<file path="config.mk">
export PLATFORM = sky130hd
export DESIGN_NAME = utf8_to_ucs2_decoder
export DESIGN_NICKNAME = d
export VERILOG_FILES = /design/src/design/u8u2_pkg.sv /design/src/design/u8u2_front.sv /design/src/design/u8u2_queue.sv /design/src/design/u8u2_back.sv /design/src/design/utf8_to_ucs2_decoder.sv
export SDC_FILE = /design/constraint.sdc
export NUM_CORES = 1
export LEC_CHECK = 0
export BUFFER_PORTS_ARGS = -buffer_cell sky130_fd_sc_hd__buf_2
export CORE_AREA = 2 2 61 92
export DETAILED_ROUTE_END_ITERATION = 10
export DIE_AREA = 0 0 63 94
export GPL_TIMING_DRIVEN = 0
export PLACE_DENSITY_LB_ADDON = 0.2
export SKIP_CTS_REPAIR_TIMING = 1
export SLEW_MARGIN = 10
export SYNTH_ARGS = -nofsm -noshare
export SYNTH_HDL_FRONTEND = slang
export SYNTH_SLANG_ARGS = --single-unit
</file>
<file path="constraint.sdc">
create_clock -name aclk -period 1.9 [get_ports aclk]
set_input_delay 0.285 -clock aclk [delete_from_list [all_inputs] [get_ports aclk]]
set_output_delay 0.285 -clock aclk [all_outputs]
set_load 0.005 [all_outputs]
</file>
<file path="src/design/u8u2_pkg.sv">
package u8u2_pkg;

    // Result status codes carried on the result tuser.
    localparam logic [1:0] ST_OK        = 2'd0;
    localparam logic [1:0] ST_TRUNCATED = 2'd1;
    localparam logic [1:0] ST_BAD_LEAD  = 2'd2;

    // Continuation bytes still due in the back end.
    localparam logic [1:0] PEND_NONE = 2'd0;
    localparam logic [1:0] PEND_ONE  = 2'd1;
    localparam logic [1:0] PEND_TWO  = 2'd2;

    // Queue depth and pointer width.
    localparam int QDEPTH = 2;
    localparam int QPTR_W = 1;
    localparam int QCNT_W = 2;

    // Byte class as seen without sequence context.
    typedef enum logic [1:0] {
        K_ASCII = 2'd0,
        K_LEAD2 = 2'd1,
        K_LEAD3 = 2'd2,
        K_OTHER = 2'd3
    } kind_t;

    // One classified byte on its way from the front end to the back end.
    typedef struct packed {
        kind_t      kind;
        logic [6:0] bits;
        logic       last;
    } item_t;

endpackage

</file>
<file path="src/design/u8u2_front.sv">
module u8u2_front
    import u8u2_pkg::*;
(
    input  logic [7:0] byte_in,
    input  logic       last_in,
    output item_t      item
);

    // Classify the byte by its high bits; the low seven bits cover every payload.
    always_comb begin
        item.bits = byte_in[6:0];
        item.last = last_in;
        if (byte_in[7] == 1'b0) begin
            item.kind = K_ASCII;
        end else if (byte_in[7:4] == 4'b1110) begin
            item.kind = K_LEAD3;
        end else if (byte_in[7:5] == 3'b110) begin
            item.kind = K_LEAD2;
        end else begin
            item.kind = K_OTHER;
        end
    end

endmodule

</file>
<file path="src/design/u8u2_queue.sv">
module u8u2_queue
    import u8u2_pkg::*;
(
    input  logic  aclk,
    input  logic  aresetn,
    input  logic  push,
    input  item_t push_item,
    output logic  full,
    input  logic  pop,
    output logic  nonempty,
    output item_t head
);

    item_t              entry_reg [QDEPTH];
    logic [QPTR_W-1:0]  wr_ptr_reg;
    logic [QPTR_W-1:0]  rd_ptr_reg;
    logic [QCNT_W-1:0]  count_reg;
    logic [QCNT_W-1:0]  count_next;

    assign full     = (count_reg == QCNT_W'(QDEPTH));
    assign nonempty = (count_reg != '0);
    assign head     = entry_reg[rd_ptr_reg];

    // Occupancy follows pushes and pops.
    always_comb begin
        count_next = count_reg;
        if (push && !pop) begin
            count_next = count_reg + 1'b1;
        end else if (pop && !push) begin
            count_next = count_reg - 1'b1;
        end
    end

    // Pointers and occupancy.
    always_ff @(posedge aclk) begin
        if (!aresetn) begin
            wr_ptr_reg <= '0;
            rd_ptr_reg <= '0;
            count_reg  <= '0;
        end else begin
            count_reg <= count_next;
            if (push) begin
                wr_ptr_reg <= wr_ptr_reg + 1'b1;
            end
            if (pop) begin
                rd_ptr_reg <= rd_ptr_reg + 1'b1;
            end
        end
    end

    // Entry storage.
    always_ff @(posedge aclk) begin
        if (push) begin
            entry_reg[wr_ptr_reg] <= push_item;
        end
    end

endmodule

</file>
<file path="src/design/u8u2_back.sv">
module u8u2_back
    import u8u2_pkg::*;
(
    input  logic        aclk,
    input  logic        aresetn,
    input  logic        q_nonempty,
    input  item_t       q_head,
    output logic        q_pop,
    output logic        out_valid,
    input  logic        out_ready,
    output logic [15:0] out_unit,
    output logic [1:0]  out_status,
    output logic        out_last
);

    logic [1:0]  pending_reg;
    logic [1:0]  pending_next;
    logic [9:0]  partial_reg;
    logic [9:0]  partial_next;
    logic        valid_reg;
    logic        valid_next;
    logic [15:0] unit_reg;
    logic [15:0] unit_next;
    logic [1:0]  status_reg;
    logic [1:0]  status_next;
    logic        last_reg;
    logic        last_next;
    logic        emit;
    logic        out_free;

    assign out_free   = !valid_reg || out_ready;
    assign q_pop      = q_nonempty && out_free;
    assign out_valid  = valid_reg;
    assign out_unit   = unit_reg;
    assign out_status = status_reg;
    assign out_last   = last_reg;

    // Sequence state update and result formation for the item at the queue head.
    always_comb begin
        pending_next = pending_reg;
        partial_next = partial_reg;
        emit         = 1'b0;
        unit_next    = '0;
        status_next  = ST_OK;
        last_next    = q_head.last;
        unique case (pending_reg)
            PEND_NONE: begin
                unique case (q_head.kind)
                    K_ASCII: begin
                        emit      = 1'b1;
                        unit_next = {9'd0, q_head.bits};
                    end
                    K_LEAD3: begin
                        partial_next = {6'd0, q_head.bits[3:0]};
                        pending_next = PEND_TWO;
                    end
                    K_LEAD2: begin
                        partial_next = {5'd0, q_head.bits[4:0]};
                        pending_next = PEND_ONE;
                    end
                    default: begin
                        emit        = 1'b1;
                        status_next = ST_BAD_LEAD;
                    end
                endcase
            end
            PEND_ONE: begin
                emit         = 1'b1;
                unit_next    = {partial_reg, q_head.bits[5:0]};
                pending_next = PEND_NONE;
                partial_next = '0;
            end
            PEND_TWO: begin
                partial_next = {partial_reg[3:0], q_head.bits[5:0]};
                pending_next = PEND_ONE;
            end
            default: begin
                pending_next = PEND_NONE;
                partial_next = '0;
            end
        endcase

        // A final byte that leaves a sequence open reports truncation.
        if (!emit && q_head.last) begin
            emit         = 1'b1;
            unit_next    = '0;
            status_next  = ST_TRUNCATED;
            pending_next = PEND_NONE;
            partial_next = '0;
        end
    end

    // The output register holds a result until the sink takes it.
    always_comb begin
        valid_next = valid_reg && !out_ready;
        if (q_pop && emit) begin
            valid_next = 1'b1;
        end
    end

    // Control state.
    always_ff @(posedge aclk) begin
        if (!aresetn) begin
            pending_reg <= PEND_NONE;
            partial_reg <= '0;
            valid_reg   <= 1'b0;
        end else begin
            valid_reg <= valid_next;
            if (q_pop) begin
                pending_reg <= pending_next;
                partial_reg <= partial_next;
            end
        end
    end

    // Result payload.
    always_ff @(posedge aclk) begin
        if (q_pop && emit) begin
            unit_reg   <= unit_next;
            status_reg <= status_next;
            last_reg   <= last_next;
        end
    end

endmodule

</file>
<file path="src/design/utf8_to_ucs2_decoder.sv">
// UTF-8 to UCS-2 decoder. Bytes enter on the s_axis stream, one item per byte, with
// tlast marking the final byte of a buffer; 16-bit code units leave on the m_axis
// stream with a status in tuser (0 ok, 1 sequence truncated at a final byte, 2 invalid
// lead byte, code unit 0 on errors) and tlast on the result of a final byte. Two- and
// three-byte sequences are assembled; continuation bytes are not checked and give their
// low six bits. A byte that completes nothing and is not final gives no result. The
// block takes one byte every cycle while the queue is not full; the rate is set by the
// back end's sequence-state register, which updates once per byte. Each result passes a
// queue entry and the output register. A two-entry queue between the byte classifier and
// the back end lets either side stall alone; s_axis_tready drops only while it is full.
module utf8_to_ucs2_decoder
    import u8u2_pkg::*;
(
    input  logic        aclk,
    input  logic        aresetn,
    input  logic        s_axis_tvalid,
    output logic        s_axis_tready,
    input  logic [7:0]  s_axis_tdata,   // [7:0] byte_in
    input  logic        s_axis_tlast,
    output logic        m_axis_tvalid,
    input  logic        m_axis_tready,
    output logic [15:0] m_axis_tdata,   // [15:0] code_unit
    output logic [1:0]  m_axis_tuser,   // [1:0] status
    output logic        m_axis_tlast
);

    item_t front_item;
    item_t q_head;
    logic  q_full;
    logic  q_nonempty;
    logic  q_pop;
    logic  push;

    assign s_axis_tready = !q_full;
    assign push          = s_axis_tvalid && !q_full;

    // Byte classification.
    u8u2_front u_front (
        .byte_in (s_axis_tdata),
        .last_in (s_axis_tlast),
        .item    (front_item)
    );

    // Decoupling queue.
    u8u2_queue u_queue (
        .aclk      (aclk),
        .aresetn   (aresetn),
        .push      (push),
        .push_item (front_item),
        .full      (q_full),
        .pop       (q_pop),
        .nonempty  (q_nonempty),
        .head      (q_head)
    );

    // Sequence assembly and result register.
    u8u2_back u_back (
        .aclk       (aclk),
        .aresetn    (aresetn),
        .q_nonempty (q_nonempty),
        .q_head     (q_head),
        .q_pop      (q_pop),
        .out_valid  (m_axis_tvalid),
        .out_ready  (m_axis_tready),
        .out_unit   (m_axis_tdata),
        .out_status (m_axis_tuser),
        .out_last   (m_axis_tlast)
    );

    // Error results carry a zero code unit.
    a_err_zero: assert property (@(posedge aclk) disable iff (!aresetn)
        (m_axis_tvalid && m_axis_tuser != ST_OK) |-> (m_axis_tdata == 16'd0))
        else $error("error result with nonzero code unit");

    // Truncation is only reported on the result of a final byte.
    a_trunc_last: assert property (@(posedge aclk) disable iff (!aresetn)
        (m_axis_tvalid && m_axis_tuser == ST_TRUNCATED) |-> m_axis_tlast)
        else $error("truncation without tlast");

    // The reserved status code is never produced.
    a_status: assert property (@(posedge aclk) disable iff (!aresetn)
        m_axis_tvalid |-> (m_axis_tuser == ST_OK || m_axis_tuser == ST_TRUNCATED
                           || m_axis_tuser == ST_BAD_LEAD))
        else $error("reserved status code");

    // Backpressure on the input means the queue holds items.
    a_full_nonempty: assert property (@(posedge aclk) disable iff (!aresetn)
        !s_axis_tready |-> q_nonempty)
        else $error("input stalled with empty queue");

endmodule

</file>
# Yosys cells after proc, flatten, opt, wreduce, memory -nomap -nowiden
# Memory sizes are Yosys's and may differ from the RTL's. A register that Yosys moved wholly into a read port is not among the register bits.
# Index checks and enable logic that the tools add are counted.
[totals]
regBits = 36
word_cells = 69
output_inout_bits = 21
memories = 1
in_bits = 13
ramBits = 20
[memory_table]
columns = ["memory", "words", "width", "rd", "rd_clocked_by_memory_dff", "write_ports", "line", "source"]
rows = [
  ["u_queue.entry_reg", 2, 10, 1, 1, 1, "u8u2_queue.sv:14", "item_t entry_reg [QDEPTH];"],
]
[op_classes]
bitwise_logic = 1
n_eq_ne = 8
add_sub_neg = 4
n_mux = 23
reduce_logical = 22
[ops]
columns = ["operator", "count"]
rows = [
  ["$pmux W10 S2", 2],
  ["$pmux W16 S2", 1],
  ["$mux W2", 7],
  ["$mux W10", 1],
  ["$mux W1", 8],
  ["$pmux W2 S2", 2],
  ["$logic_and A1 B1 Y1", 7],
  ["$mux W7", 1],
  ["$eq A2 B2 Y1 const B", 3],
  ["$logic_not A1 Y1", 6],
  ["$eq A2 B1 Y1 const B", 2],
  ["$eq A4 B4 Y1 const B", 1],
  ["$logic_not A2 Y1", 2],
  ["$ne A4 B3 Y1 const B", 1],
  ["$reduce_bool A2 Y1", 2],
  ["$reduce_or A2 Y1", 2],
  ["$eq A3 B3 Y1 const B", 1],
  ["$reduce_or A3 Y1", 1],
  ["$add A1 B1 Y1 const B", 2],
  ["$add A2 B1 Y2 const B", 1],
  ["$pmux W1 S2", 1],
  ["$reduce_and A2 Y1", 1],
  ["$sub A2 B1 Y2 const B", 1],
  ["$logic_or A1 B1 Y1", 1],
  ["$not A1 Y1", 1],
]

# Longest topological paths before layout
[logic_depth]
ltp_word = 9
depth_mapped = 8
ltp_nobuf = 7

# Hierarchy
# Synthesis repeated with hierarchy kept, for this count alone.
[hier_totals]
hier_cells = 175
hier_area_um2 = 2356.0
[modules_own_cells]
columns = ["mod", "cells_each", "instances", "seq_area_each_um2", "area_per_inst_um2"]
rows = [
  ["u8u2_back", 108, 1, 830.8, 1323.8],
  ["u8u2_queue", 53, 1, 700.7, 939.7],
  ["u8u2_front", 12, 1, 0.0, 82.6],
  ["utf8_to_ucs2_decoder", 2, 1, 0.0, 10.0],
]

# Least setup slack after synthesis
# OpenSTA, ideal clock, no wires.
[synth_path]
path_kind = "flip-flop to flip-flop"
from = "register (tool-made name)"
to = "register u_back.last_reg, in the netlist u_back.out_last, enable pin"
arrival_time_ns = 1.700
path_buffers = 1
setup_time_ns = 0.374
t_required_ns = 1.526
stages_incl_launch_ff = 7
slack_ns = -0.174
path_cell_list = "dfxtp_1 buf_4 mux2i_1 ha_1 a21oi_1 o21bai_1 inv_1"
[synth_lines]
columns = ["item", "line", "source"]
rows = [
  ["to (signal assigned)", "u8u2_back.sv:121", "last_reg <= last_next;"],
  ["to (decl)", "u8u2_back.sv:26", "logic last_reg;"],
]

==> key figures <==
Clock tree
  – Clk slew on worst S/H paths: 0.06 ns
  – Clock root buffer: clkbuf_8
  – CTS tree: done
  – Clk buf depth: 2
  – Worst skew pair latency: 0.32 ns
  – Htree depth: 3
  – Sink Count: 57
  – Inserted Clock Buffers: 9

Global routing
  – Initial antenna violation count: 0
  – Largest net degree at the start of global routing: 20
  – First-pass GRT wire length: 6.078 mm
  – Grt ovf: 0
  – Number of global-route vias before repair: 1,361
  – Total Routing Usage GR: 13.99%

Pwr
  – Max VDD drop: 0.6994 mV
  – Leak: 1.034 nW
  – PwrDens: 1534 nW/um^2

Worst hold path
  – HP Class: input port to flip-flop
  – WHS Path Cells: 1

STA
  – Min Tclk post-route: 1.827 ns
  – Achievable Freq: 547.5 MHz
  – WHS: 0.1495 ns
  – Slew HR: 41.62%
  – Final setup fails: 0
  – Worst slew pin tran: 0.8724 ns
  – Period utilization: 96.13%
  – Hold Vio Cnt, Final: 0
  – Final Skew: 0.008931 ns
  – Pins Over Slew Limit: 0

Worst setup path
  – CP max-delay cell: or3_4
  – Cell breakdown of the critical path: buf_12, mux2i_4, ha_4, nor3_1, or3_4, and2_4, a22o_1
  – Critical Path Source Type: flip-flop
  – Crit Path Max Fanout: 6
  – CP Data Arrival Time: 2.04 ns
  – Critical path's top delay family: simple AND/OR/NAND/NOR gates
  – Worst R2R Setup Slack: 0.07 ns
  – Critical Path RT: 2.11 ns
  – CP Buf/Inv Count: 1
  – Setup CP Type: flip-flop to flip-flop
  – Critical path capture point type: flip-flop
  – CP peak stage delay: 0.36 ns
  – WP depth: 7
  – Worst R2R Path Depth: 7

Floorplanning
  – Die Span Y: 94 um
  – Row count: 32
  – IO Pins: 34
  – Width of the die: 63 um
  – Core area: 5085 um^2
  – Initial Util: 44.00%
  – Die area: 5922 um^2

Cells and area
  – Final nets: 224
  – Post-layout util: 53.72%
  – Layout cells sized above 1: 28.77%
  – Area delta synth->final: 22.09%
  – Post-route cell area: 2731 um^2
  – Max FFs per register: 20
  – Antenna cells: 0

Logic synthesis
  – Synth unique cells: 36
  – Yosys warnings: 0
  – Synthesized netlist cell count: 160
  – Seq cells post-synth: 57
  – Post-synthesis cell area: 2237 um^2
  – Sequential share of the synthesized area: 68.46%
  – Synthesized area per cell: 13.98 um^2
  – Post-synth net total: 177

Place
  – Routability congestion estimate: 0.7999
  – Port bufs: 33
  – Final HPWL DP: 2.786 mm
  – Post-DP Area: 2525 um^2

Run status
  – Status: finished clean

Route
  – Drt total wl: 3.823 mm
  – Vias: 1,366
  – DRC: 0
  – Routed len/inst: 13.65 um
  – Routed vias/inst: 4.879
  – DRT iter0 DRCs: 20
  – DRT antenna net count: 0
  – Drt pass-1 iters: 4

Run
  – Max-Cap Viols: 0
[worst register-to-register path: cells and delay by family, from the launching register on]
| family | cells | cell delay, ns |
|---|---|---|
| simple gates | 3 | 0.59 |
| compound gates | 1 | 0.20 |
| fa+ha+maj | 1 | 0.29 |
| mux | 1 | 0.19 |
| flops | 1 | 0.32 |
| buf+inv | 1 | 0.13 |
[power breakdown]
| group | internal (mW) | switching [mW] |
|---|---|---|
| Sequential | 1.76 | 0.136 |
| Combinational | 0.615 | 0.764 |
| Clock | 0.497 | 0.420 |
[metal layers]
| layer | GRT usage [%] | vias up | part of all wire, % | wire length (um) |
|---|---|---|---|---|
| li1 | - | 679 | - | - |
| met1 | 13.42 | 638 | 37 | 1416 |
| met2 | 24.02 | 38 | 55 | 2103 |
| met3 | 3.837 | 11 | 4.3 | 163 |
| met4 | 12.78 | 0 | 3.7 | 141 |
| met5 | 0 | - | 0 | 0 |
[layout make-up]
class                           instances  area, um^2
Fill cell                             450        2354
Sequential cell                        57        1533
Multi-Input combinational cell         90       689.4
Timing Repair Buffer                   37       195.2
Clock buffer                           12       145.1
Tap cell                               68       85.08
Inverter                                9       36.28
Buffer                                  3       27.53
Clock inverter                          4       20.02
[path summary, 6_finish.rpt]
path / to / start
worst max-delay path: u_back.partial_reg[4] / flip-flop
worst min-delay path: u_queue.entry_reg[1][0] / s_axis_tlast
worst max register to register: u_back.partial_reg[4] / flip-flop
worst min register to register: u_back.partial_reg[5] / u_back.partial_reg[5]
[cells by family (layout without fill, tap and decap cells)]
| logic type | count (synthesis) | after routing | share of synthesized area (%) |
|---|---|---|---|
| compound gates | 23 | 23 | 7.774 |
| buf+inv | 13 | 65 | 2.685 |
| mux | 10 | 10 | 4.474 |
| xor+xnor | 4 | 4 | 1.566 |
| flops | 57 | 57 | 68.46 |
| fa+ha+maj | 4 | 4 | 2.237 |
| simple gates | 49 | 49 | 12.81 |
[cell usage after synthesis]
library cell	instances	share of area, %
edfxtp_1	39	52
dfxtp_1	18	16
and2_1	14	3.9
mux2i_1	10	4.5
inv_1	8	1.3
nor2_1	8	1.3
nor3_1	8	1.8
nor2b_1	6	1.7
a32oi_1	4	1.6
ha_1	4	2.2
nand2_1	4	0.67
o2bb2ai_1	4	1.6
a22o_1	3	1.2
xnor2_1	3	1.2
a21boi_0	2	0.67
a21oi_1	2	0.45
clkbuf_1	2	0.34
nand2b_1	2	0.56
o21ai_0	2	0.45
a21boi_1	1	0.34
a31oi_1	1	0.28
a32o_1	1	0.45
and2_4	1	0.39
and3_1	1	0.28
buf_4	1	0.34
buf_6	1	0.50
inv_2	1	0.17
nor2_2	1	0.28
nor3_4	1	0.73
nor4b_1	1	0.39
o21ai_1	1	0.22
o21bai_1	1	0.34
o22ai_1	1	0.28
or3_1	1	0.28
or3_4	1	0.50
xor2_1	1	0.39
[metrics by stage]
stage                     setup TNS (ns)  cells  setup slack [ns]  power (mW)
final                                  0    280           0.07345       4.190
after detailed placement          -2.425    261           -0.1140       3.228
after global placement            -1.774    261          -0.08864       3.171
after CTS                         -2.661    277           -0.1238       4.161
after global routing            -0.03828    280         -0.005657       4.432
after floorplan                        0    160          0.002604       2.796
[cells in the final DEF (no fill, tap or decap), types with 3 or more instances in the layout]
cell type,Yosys,final
dfxtp_1,18,17
clkbuf_1,2,4
xnor2_1,3,3
nor3_1,8,8
nor2b_1,6,6
ha_1,4,3
clkbuf_8,0,10
mux2i_1,10,8
nand2_1,4,4
a32oi_1,4,4
edfxtp_1,39,39
buf_2,0,33
nor2_1,8,8
and2_1,14,14
o2bb2ai_1,4,4
buf_4,1,4
inv_1,8,7
a22o_1,3,3
Note: power is estimated with default switching activity, not from simulation.
